File: src/design/nv12dt_pkg.sv
// ----------------------------------------------------------------------------
// nv12dt_pkg
// shared types and constants for the nv12 64x32 tile detile address block
// ----------------------------------------------------------------------------
`default_nettype none

package nv12dt_pkg;

    // saturation limits of the configuration registers
    localparam int MAX_WIDTH     = 4096;
    localparam int MAX_HEIGHT    = 4096;
    localparam int MAX_LINE_SIZE = 8192;

    // tile geometry
    localparam int TILE_W      = 64;
    localparam int TILE_H      = 32;
    localparam int TILE_SHIFT  = 11;   // 2048-byte tiles
    localparam int GROUP_SHIFT = 13;   // luma plane rounded to 8192 bytes

    // field and register widths
    localparam int WIDTH_W = 13;
    localparam int LINE_W  = 14;
    localparam int ROW_W   = 12;
    localparam int COL_W   = 12;
    localparam int OFF_W   = 25;
    localparam int CFG_W   = 14;
    localparam int IDX_W   = 2;

    // tile coordinate and tile count widths
    localparam int TX_W  = COL_W - $clog2(TILE_W);            // tile column
    localparam int TY_W  = ROW_W - $clog2(TILE_H);            // tile row
    localparam int TWC_W = $clog2(MAX_WIDTH / TILE_W) + 1;    // tiles per row
    localparam int THC_W = $clog2(MAX_HEIGHT / TILE_H) + 1;   // luma tile rows
    localparam int POS_W = TWC_W + TY_W;                      // tile index

    // register indexes
    localparam logic [IDX_W-1:0] REG_FRAME_WIDTH  = 2'd0;
    localparam logic [IDX_W-1:0] REG_FRAME_HEIGHT = 2'd1;
    localparam logic [IDX_W-1:0] REG_LINE_SIZE    = 2'd2;

    // reset values
    localparam logic [WIDTH_W-1:0] RST_FRAME_WIDTH  = 13'd1920;
    localparam logic [WIDTH_W-1:0] RST_FRAME_HEIGHT = 13'd1080;
    localparam logic [LINE_W-1:0]  RST_LINE_SIZE    = 14'd1920;

    // plane codes
    localparam logic PLANE_LUMA   = 1'b0;
    localparam logic PLANE_CHROMA = 1'b1;

    typedef struct packed {
        logic             req_type;
        logic [ROW_W-1:0] row;
        logic [COL_W-1:0] col;
    } t_req;

    typedef struct packed {
        logic [OFF_W-1:0] src_offset;
        logic [OFF_W-1:0] dst_offset;
        logic             in_frame;
    } t_res;

    // frame geometry derived from the registers
    typedef struct packed {
        logic [WIDTH_W-1:0] width;
        logic [WIDTH_W-1:0] luma_rows;
        logic [ROW_W-1:0]   chroma_rows;
        logic [LINE_W-1:0]  line;
        logic [TWC_W-1:0]   tw_even;
        logic [TY_W-1:0]    luma_last_ty;
        logic               luma_odd;
        logic [TY_W-1:0]    chroma_last_ty;
        logic               chroma_odd;
        logic [OFF_W-1:0]   chroma_base;
    } t_geom;

endpackage

`default_nettype wire

File: src/design/nv12dt_cfg.sv
// ----------------------------------------------------------------------------
// nv12dt_cfg
// configuration registers and registered frame geometry
// ----------------------------------------------------------------------------
`default_nettype none

module nv12dt_cfg (
    input  wire logic                          i_clk,
    input  wire logic                          i_rst_n,
    input  wire logic                          i_cfg_we,
    input  wire logic [nv12dt_pkg::IDX_W-1:0]  i_cfg_idx,
    input  wire logic [nv12dt_pkg::CFG_W-1:0]  i_cfg_data,
    output      nv12dt_pkg::t_geom             o_geom
);

    logic [nv12dt_pkg::WIDTH_W-1:0] r_width;
    logic [nv12dt_pkg::WIDTH_W-1:0] r_height;
    logic [nv12dt_pkg::LINE_W-1:0]  r_line;
    nv12dt_pkg::t_geom              r_geom;
    nv12dt_pkg::t_geom              n_geom;

    logic [nv12dt_pkg::WIDTH_W-1:0] w_sat;
    logic [nv12dt_pkg::WIDTH_W-1:0] h_sat;
    logic [nv12dt_pkg::WIDTH_W-1:0] w_m1;
    logic [nv12dt_pkg::WIDTH_W-1:0] h_m1;
    logic [nv12dt_pkg::ROW_W-1:0]   hc;
    logic [nv12dt_pkg::ROW_W-1:0]   hc_m1;
    logic [nv12dt_pkg::TWC_W-1:0]   tiles_w;
    logic [nv12dt_pkg::THC_W-1:0]   th_luma;
    logic [nv12dt_pkg::TWC_W-1:0]   th_chroma;
    logic [nv12dt_pkg::POS_W-1:0]   luma_tiles;
    logic [nv12dt_pkg::POS_W-1:0]   luma_tiles_p3;

    always_ff @(posedge i_clk) begin
        if (!i_rst_n) begin
            r_width  <= nv12dt_pkg::RST_FRAME_WIDTH;
            r_height <= nv12dt_pkg::RST_FRAME_HEIGHT;
            r_line   <= nv12dt_pkg::RST_LINE_SIZE;
        end else if (i_cfg_we) begin
            unique case (i_cfg_idx)
                nv12dt_pkg::REG_FRAME_WIDTH:  r_width  <= i_cfg_data[nv12dt_pkg::WIDTH_W-1:0];
                nv12dt_pkg::REG_FRAME_HEIGHT: r_height <= i_cfg_data[nv12dt_pkg::WIDTH_W-1:0];
                nv12dt_pkg::REG_LINE_SIZE:    r_line   <= i_cfg_data;
                default: ;
            endcase
        end
    end

    always_comb begin
        w_sat = (r_width > nv12dt_pkg::WIDTH_W'(nv12dt_pkg::MAX_WIDTH))
              ? nv12dt_pkg::WIDTH_W'(nv12dt_pkg::MAX_WIDTH) : r_width;
        h_sat = (r_height > nv12dt_pkg::WIDTH_W'(nv12dt_pkg::MAX_HEIGHT))
              ? nv12dt_pkg::WIDTH_W'(nv12dt_pkg::MAX_HEIGHT) : r_height;
        w_m1  = w_sat - 1'b1;
        h_m1  = h_sat - 1'b1;
        hc    = h_sat[nv12dt_pkg::WIDTH_W-1:1];
        hc_m1 = hc - 1'b1;

        // tile counts; only meaningful for a nonzero frame
        tiles_w   = nv12dt_pkg::TWC_W'(w_m1 >> $clog2(nv12dt_pkg::TILE_W)) + 1'b1;
        th_luma   = nv12dt_pkg::THC_W'(h_m1 >> $clog2(nv12dt_pkg::TILE_H)) + 1'b1;
        th_chroma = nv12dt_pkg::TWC_W'(hc_m1 >> $clog2(nv12dt_pkg::TILE_H)) + 1'b1;

        n_geom.width       = w_sat;
        n_geom.luma_rows   = {h_sat[nv12dt_pkg::WIDTH_W-1:1], 1'b0};
        n_geom.chroma_rows = hc;
        n_geom.line        = (r_line > nv12dt_pkg::LINE_W'(nv12dt_pkg::MAX_LINE_SIZE))
                           ? nv12dt_pkg::LINE_W'(nv12dt_pkg::MAX_LINE_SIZE) : r_line;
        n_geom.tw_even     = (tiles_w + 1'b1) & ~nv12dt_pkg::TWC_W'(1);

        n_geom.luma_last_ty   = nv12dt_pkg::TY_W'(th_luma - 1'b1);
        n_geom.luma_odd       = th_luma[0];
        n_geom.chroma_last_ty = nv12dt_pkg::TY_W'(th_chroma - 1'b1);
        n_geom.chroma_odd     = th_chroma[0];

        // luma size in tiles, rounded up to groups of four tiles
        luma_tiles    = nv12dt_pkg::POS_W'(n_geom.tw_even * th_luma);
        luma_tiles_p3 = luma_tiles + nv12dt_pkg::POS_W'(3);
        n_geom.chroma_base = nv12dt_pkg::OFF_W'({luma_tiles_p3[nv12dt_pkg::POS_W-1:2],
                                                 {nv12dt_pkg::GROUP_SHIFT{1'b0}}});
    end

    // geometry is recomputed every cycle and registered, so it is ready in the cycle after a write lands
    always_ff @(posedge i_clk) begin
        r_geom <= n_geom;
    end

    assign o_geom = r_geom;

endmodule

`default_nettype wire

File: src/design/nv12dt_map.sv
// ----------------------------------------------------------------------------
// nv12dt_map
// address mapping of one destination byte position
// ----------------------------------------------------------------------------
`default_nettype none

module nv12dt_map (
    input  wire nv12dt_pkg::t_req   i_req,
    input  wire nv12dt_pkg::t_geom  i_geom,
    output      nv12dt_pkg::t_res   o_res
);

    logic [nv12dt_pkg::TX_W-1:0]  tx;
    logic [nv12dt_pkg::TY_W-1:0]  ty;
    logic [nv12dt_pkg::TY_W-1:0]  last_ty;
    logic                         odd_rows;
    logic                         in_area;
    logic [nv12dt_pkg::POS_W-1:0] pair_base;
    logic [nv12dt_pkg::TWC_W:0]   zz_adj;
    logic [nv12dt_pkg::TWC_W:0]   tx_p2;
    logic [nv12dt_pkg::POS_W-1:0] pos;
    logic [nv12dt_pkg::OFF_W-1:0] src;
    logic [nv12dt_pkg::OFF_W:0]   dst;

    always_comb begin
        tx = i_req.col[nv12dt_pkg::COL_W-1 -: nv12dt_pkg::TX_W];
        // chroma half tiles span 16 rows, so row / 32 is the tile row in both planes
        ty = i_req.row[nv12dt_pkg::ROW_W-1 -: nv12dt_pkg::TY_W];

        if (i_req.req_type == nv12dt_pkg::PLANE_CHROMA) begin
            in_area  = ({1'b0, i_req.col} < i_geom.width) && (i_req.row < i_geom.chroma_rows);
            last_ty  = i_geom.chroma_last_ty;
            odd_rows = i_geom.chroma_odd;
        end else begin
            in_area  = ({1'b0, i_req.col} < i_geom.width) &&
                       ({1'b0, i_req.row} < i_geom.luma_rows);
            last_ty  = i_geom.luma_last_ty;
            odd_rows = i_geom.luma_odd;
        end

        // zig-zag order over tile row pairs
        pair_base = nv12dt_pkg::POS_W'({ty[nv12dt_pkg::TY_W-1:1], 1'b0} * i_geom.tw_even);
        tx_p2     = (nv12dt_pkg::TWC_W+1)'(tx) + (nv12dt_pkg::TWC_W+1)'(2);
        priority if (ty[0]) begin
            zz_adj = (nv12dt_pkg::TWC_W+1)'({tx[nv12dt_pkg::TX_W-1:2], 2'b00}) +
                     (nv12dt_pkg::TWC_W+1)'(2);
        end else if (!odd_rows || ty != last_ty) begin
            zz_adj = {tx_p2[nv12dt_pkg::TWC_W:2], 2'b00};
        end else begin
            zz_adj = '0;   // unpaired last tile row runs straight
        end
        pos = pair_base + nv12dt_pkg::POS_W'(tx) + nv12dt_pkg::POS_W'(zz_adj);

        // row[4] picks the chroma half tile, and equals the luma row offset split
        src = nv12dt_pkg::OFF_W'({pos, {nv12dt_pkg::TILE_SHIFT{1'b0}}})
            + nv12dt_pkg::OFF_W'({i_req.row[4:0], i_req.col[5:0]});
        if (i_req.req_type == nv12dt_pkg::PLANE_CHROMA) begin
            src = src + i_geom.chroma_base;
        end

        dst = (nv12dt_pkg::OFF_W+1)'(i_req.row * i_geom.line)
            + (nv12dt_pkg::OFF_W+1)'(i_req.col);

        o_res.src_offset = in_area ? src : '0;
        o_res.dst_offset = dst[nv12dt_pkg::OFF_W-1:0];
        o_res.in_frame   = in_area;
    end

endmodule

`default_nettype wire

File: src/design/tiled_nv12_detile_address.sv
// an accepted word passes the input and result registers to o_res with o_strobe
// throughput: one word per cycle while busy is low, set by the single
//   mapping stage between the input register and the result register
// the receiver cannot stall, so busy is only high during and right after reset
// reset: synchronous active low; registers return to 1920 x 1080, line 1920,
//   and the pipeline empties; geometry settles in the cycle after any write
// ----------------------------------------------------------------------------
// tiled_nv12_detile_address
// maps nv12 linear byte positions to 64x32 zig-zag tiled source offsets
// ----------------------------------------------------------------------------
`default_nettype none

module tiled_nv12_detile_address (
    input  wire logic                          i_clk,
    input  wire logic                          i_rst_n,
    // command side
    input  wire logic                          start,
    output      logic                          busy,
    input  wire nv12dt_pkg::t_req              i_req,
    // result side
    output      logic                          o_strobe,
    output      nv12dt_pkg::t_res              o_res,
    // configuration write port
    input  wire logic                          i_cfg_we,
    input  wire logic [nv12dt_pkg::IDX_W-1:0]  i_cfg_idx,
    input  wire logic [nv12dt_pkg::CFG_W-1:0]  i_cfg_data
);

    logic               r_busy;
    logic               r_req_vld;
    nv12dt_pkg::t_req   r_req;
    logic               r_res_vld;
    nv12dt_pkg::t_res   r_res;
    nv12dt_pkg::t_res   n_res;
    nv12dt_pkg::t_geom  geom;
    logic               accept;

    // config registers plus registered tile counts and chroma base
    nv12dt_cfg u_cfg (
        .i_clk      (i_clk),
        .i_rst_n    (i_rst_n),
        .i_cfg_we   (i_cfg_we),
        .i_cfg_idx  (i_cfg_idx),
        .i_cfg_data (i_cfg_data),
        .o_geom     (geom)
    );

    // a word is taken whenever start is seen while busy is low
    assign accept = start && !r_busy;

    // busy covers reset and the first cycle after it, giving the
    // geometry register time to load from the reset register values
    always_ff @(posedge i_clk) begin
        if (!i_rst_n) begin
            r_busy    <= 1'b1;
            r_req_vld <= 1'b0;
            r_res_vld <= 1'b0;
        end else begin
            r_busy    <= 1'b0;
            r_req_vld <= accept;
            r_res_vld <= r_req_vld;
        end
    end

    // input register: payload only, valid carried separately
    always_ff @(posedge i_clk) begin
        if (accept) begin
            r_req <= i_req;
        end
    end

    // mapping: tile index multiply, offset adds and line multiply
    nv12dt_map u_map (
        .i_req  (r_req),
        .i_geom (geom),
        .o_res  (n_res)
    );

    // result register, loaded only for a valid word; o_strobe marks it for one cycle
    always_ff @(posedge i_clk) begin
        if (r_req_vld) begin
            r_res <= n_res;
        end
    end

    assign busy     = r_busy;
    assign o_strobe = r_res_vld;
    assign o_res    = r_res;

`ifndef SYNTHESIS
    // every accepted word gives a strobe once through the input and result registers
    a_strobe_follows: assert property (@(posedge i_clk) disable iff (!i_rst_n)
        accept |-> ##2 o_strobe)
        else $error("accepted word produced no result");

    // no strobe without an earlier accepted word passed through both registers
    a_no_spurious: assert property (@(posedge i_clk) disable iff (!i_rst_n)
        o_strobe |-> $past(accept, 2))
        else $error("result strobe without accepted word");

    // positions outside the copied area carry a zero source offset
    a_outside_zero: assert property (@(posedge i_clk) disable iff (!i_rst_n)
        (o_strobe && !o_res.in_frame) |-> (o_res.src_offset == '0))
        else $error("source offset set outside the frame");

    // busy drops in the cycle after reset ends and stays low
    a_busy_low: assert property (@(posedge i_clk) disable iff (!i_rst_n)
        $past(i_rst_n) |-> !busy)
        else $error("busy raised outside reset");
`endif

endmodule

`default_nettype wire

File: config.mk
export PLATFORM = sky130hd
export DESIGN_NAME = tiled_nv12_detile_address
export DESIGN_NICKNAME = d
export VERILOG_FILES = /design/src/design/nv12dt_pkg.sv /design/src/design/nv12dt_cfg.sv /design/src/design/nv12dt_map.sv /design/src/design/tiled_nv12_detile_address.sv
export SDC_FILE = /design/constraint.sdc
export NUM_CORES = 1
export LEC_CHECK = 0
export BUFFER_PORTS_ARGS = -buffer_cell sky130_fd_sc_hd__buf_2
export CORE_ASPECT_RATIO = 1.2
export CORE_MARGIN = 4
export CORE_UTILIZATION = 64
export CTS_BUF_LIST = sky130_fd_sc_hd__clkbuf_16
export CTS_CLUSTER_DIAMETER = 30
export DETAILED_ROUTE_END_ITERATION = 10
export GPL_TIMING_DRIVEN = 0
export PLACE_DENSITY_LB_ADDON = 0.15
export SLEW_MARGIN = 0
export SYNTH_ARGS = -nofsm -noshare
export SYNTH_HDL_FRONTEND = slang
export SYNTH_HIERARCHICAL = 1
export SYNTH_SLANG_ARGS = --single-unit
File: constraint.sdc
create_clock -name i_clk -period 7.6 [get_ports i_clk]
set_input_delay 0.76 -clock i_clk [delete_from_list [all_inputs] [get_ports i_clk]]
set_output_delay 0.76 -clock i_clk [all_outputs]
set_load 0.005 [all_outputs]
==> impl_metrics.yaml <==
critical_path:
  start_kind: "flip-flop"
  r2r_cells: 19
  crit_type: "flip-flop to flip-flop"
  rrSetupSlack_ns: 0.50
  worstPathRequired_ns: 7.80
  cp_slowest_cell: "edfxtp_1"
  crit_path_frequent_cell: "fa_1"
  end_kind: "flip-flop"
  max_stage_delay_ns: 0.70
  r2r_end: "o_res[24]$_DFFE_PP_"
  critPathMaxFanout: 10
  arrival_ns: 7.30
  r2r-start: "r_req[17]$_DFFE_PP_"
  path_cells: "clkbuf_1 > buf_1 > nand2_1 > fa_1 > inv_1 > fa_1 > fa_1 > fa_1 > fa_1 > ha_1 > a21o_1 > a221oi_2 > a21oi_1 > o21a_1 > o21a_1 > o21a_1 > a41o_1 > o41ai_2 > xnor2_1"
floorplanning:
  design.core.area_um2: 28000
  die_area_um2: 31200
  start_util: 0.650
  design.portCount: 98
  die_w_um: 162
  rows: 67
  die_h_um: 193
cts:
  cts_root_buffer: "clkbuf_16"
  h-tree-depth: 4
  clockBufferDepth: 2
  cts_tree: "done"
  path_clk_slew_ns: 0.08
  clk_latency_ns: 0.45
  clock_sinks: 192
  hold_buffers: 0
  cts_made_buffers: 17
logic_synthesis:
  synthFlopType: "dfxtp_1"
  async_flop_share: 0
  yosysSeqAreaShare: 0.253
  synth.avg_cell_area_um2: 9.14
  netlist_instances: 1992
  ys_ff_latch: 192
  syn_area_um2: 18200
  synth_edf_count: 76
  ys_types: 79
  yosysWarnings: 6
hold_path:
  hold_depth: 2
  whs_endpoint: "u_cfg/r_line[4]$_SDFFE_PN0P_"
  min-delay-path-class: "flip-flop to flip-flop"
  min_from: "u_cfg/r_line[4]$_SDFFE_PN0P_"
power:
  power_density_nw_per_um2: 329
  peakVddDrop_uv: 529
  leakage_nw: 9.50
finish:
  drive_above_1_share: 0.0922
  layout_commonest_cell: "inv_1"
  final_cell_mix: "inv_1, nand2_1, fa_1"
  area_growth_pct: 9.56
  fillers: 2184
  instances_no_fill: 2517
  fin_nets: 2531
  postLayoutCellArea_um2: 20000
sta:
  worst_pin_slew_ns: 0.937
  relSlewSlack: 0.373
  finClkSkew_ns: 0.0130
  hold_viol: 0
  fmax_mhz: 141
  min_period_ns: 7.10
  fin_crit_sh: 0.934
  drv_slew: 0
  rsz0062_at_grt: "no"
  setup_viol: 0
routing:
  drc_errors: 0
  vias: 14100
  drt_iter0_drc: 997
  ant_nets: 0
  wire_per_inst_um: 17.3
  routed_wl_um: 43500
  via_per_inst: 5.62
  firstDrtPassIters: 5
outcome:
  run_status: "finished clean"
global_routing:
  grt_start_max_net_pins: 42
  grtUsageTotal: 0.289
  grt_pass1_wl_um: 71700
  grt.overflow.total: 0
  grt_antenna_before_repair: 2
  grt_pass1_vias: 14500
job:
  cap_violations: 0
placed_design:
  place_inst: 2484
  port_buffers: 97
  finalWeightedCongestion: 0.963
  placement.cell_area_um2: 19300
  hpwl_um: 35600
cell usage after synthesis (3+ instances only):
master	count	area, µm²
a211o_1	3	26.3
a211oi_1	13	97.6
a21boi_0	31	233
a21o_1	25	188
a21oi_1	56	280
a31o_2	3	26.3
a31oi_1	10	62.6
a41oi_1	4	35.0
and2_1	96	601
and3_1	9	56.3
and3b_1	3	26.3
buf_1	4	15.0
buf_4	28	210
clkbuf_1	65	244
dfxtp_1	116	2320
edfxtp_1	76	2280
fa_1	182	3640
ha_1	181	2260
inv_1	281	1050
mux2i_1	22	220
nand2_1	262	983
nand2b_1	12	75.1
nand3_1	44	220
nand3b_1	7	52.6
nand4_1	12	75.1
nor2_1	114	428
nor2b_1	44	275
nor3_1	22	110
nor3b_1	4	30.0
nor4_1	11	68.8
o2111ai_1	6	52.6
o211ai_1	11	82.6
o21a_1	18	135
o21ai_0	35	175
o22ai_1	3	18.8
o31a_1	3	26.3
or2_2	6	37.5
or3_1	11	68.8
or4_1	3	22.5
xnor2_1	64	561
xor2_1	46	403
cell type report:
cell class,count,area (µm²),share of cell area
Inverter,284,1070,0.0537
Antenna cell,2,5.00,0.000251
Clock inverter,15,200,0.0100
Timing Repair Buffer,99,526,0.0263
Sequential cell,192,4610,0.231
Buffer,100,498,0.0250
Multi-Input combinational cell,1429,12100,0.609
Clock buffer,17,425,0.0213
Tap cell,379,474,0.0238
critical path: cells and delay by family (launching register included):
family                     cells  cell delay, ns
DFF                            1            0.70
and+or+nand+nor                1            0.18
buffers and inverters          3            1.12
xor gates and xnor gates       1            0.10
adders and majority gates      6            2.91
AOI/OAI and AO/OA              8            1.84
report_power, final:
part	switching [W]	total, W	internal [W]
Sequential	0.0000673	0.00132	0.00125
Combinational	0.00249	0.00430	0.00181
Clock	0.000470	0.000953	0.000483
metal layers:
| metal | vias up | global-route usage | share of wire | routed length [µm] |
|---|---|---|---|---|
| li1 | 6705 | - | - | - |
| met1 | 6852 | 0.352 | 0.40 | 17300 |
| met2 | 476 | 0.503 | 0.50 | 21800 |
| met3 | 116 | 0.0429 | 0.055 | 2400 |
| met4 | 0 | 0.142 | 0.045 | 1960 |
| met5 | - | 0 | 0 | 0 |
state kept, by name (all words and copies together), names as in the netlist:
register / cells
busy: 1
o_res: 51
o_strobe: 1
r_req: 25
r_req_vld: 1
u_cfg/o_geom: 73
u_cfg/r_height: 13
u_cfg/r_line: 14
u_cfg/r_width: 13
stage by stage:
stage	utilization	hold WS [ns]	power (W)	setup WS, ns	TNS [ns]
after floorplan	-	0.442	0.00463	0.907	0
after detailed placement	0.688	0.468	0.00554	-0.557	-0.956
after CTS	0.711	0.454	0.00653	0.0639	0
after global placement	0.687	0.468	0.00549	-0.515	-0.875
after global routing	0.713	0.458	0.00714	0.0464	0
final	0.713	0.479	0.00657	0.500	0
timing repair:
item | 4_1_cts | 5_1_grt
gates resized for setup | 3 | 6
endpoints found under the hold margin | 0 | 0
setup endpoints to repair | 3 | 4
buffers inserted | 0 | 0
worst max path at each step:
stage	from	endpoint	slack, ns	depth (start not counted)
final	r_req[17]$_DFFE_PP_	o_res[24]$_DFFE_PP_	0.50	19
after global routing	u_cfg/r_height[1]$_SDFFE_PN0P_	u_cfg/o_geom[22]$_DFF_P_	0.05	23
after CTS	u_cfg/r_width[3]$_SDFFE_PN0P_	u_cfg/o_geom[22]$_DFF_P_	0.06	22
after detailed placement	u_cfg/r_height[1]$_SDFFE_PN0P_	u_cfg/o_geom[22]$_DFF_P_	-0.56	25
after global placement	u_cfg/r_height[1]$_SDFFE_PN0P_	u_cfg/o_geom[22]$_DFF_P_	-0.51	25
after floorplan	u_cfg/r_height[1]$_SDFFE_PN0P_	u_cfg/o_geom[22]$_DFF_P_	0.91	25
logic make-up (layout without fill, tap and decap cells):
group                    count (synthesis)  in the layout  share of synthesized area
AO/OA/AOI/OAI                          247            247                     0.0928
XOR/XNOR                               110            110                     0.0529
adder cells (fa/ha/maj)                363            363                      0.324
buffers and inverters                  385            515                     0.0864
flip-flops                             192            192                      0.253
multiplexers                            22             22                     0.0121
other                                    1             17                   0.000206
AND/OR/NAND/NOR                        672            672                      0.178
No activity file was read; power rests on OpenSTA's default activity.
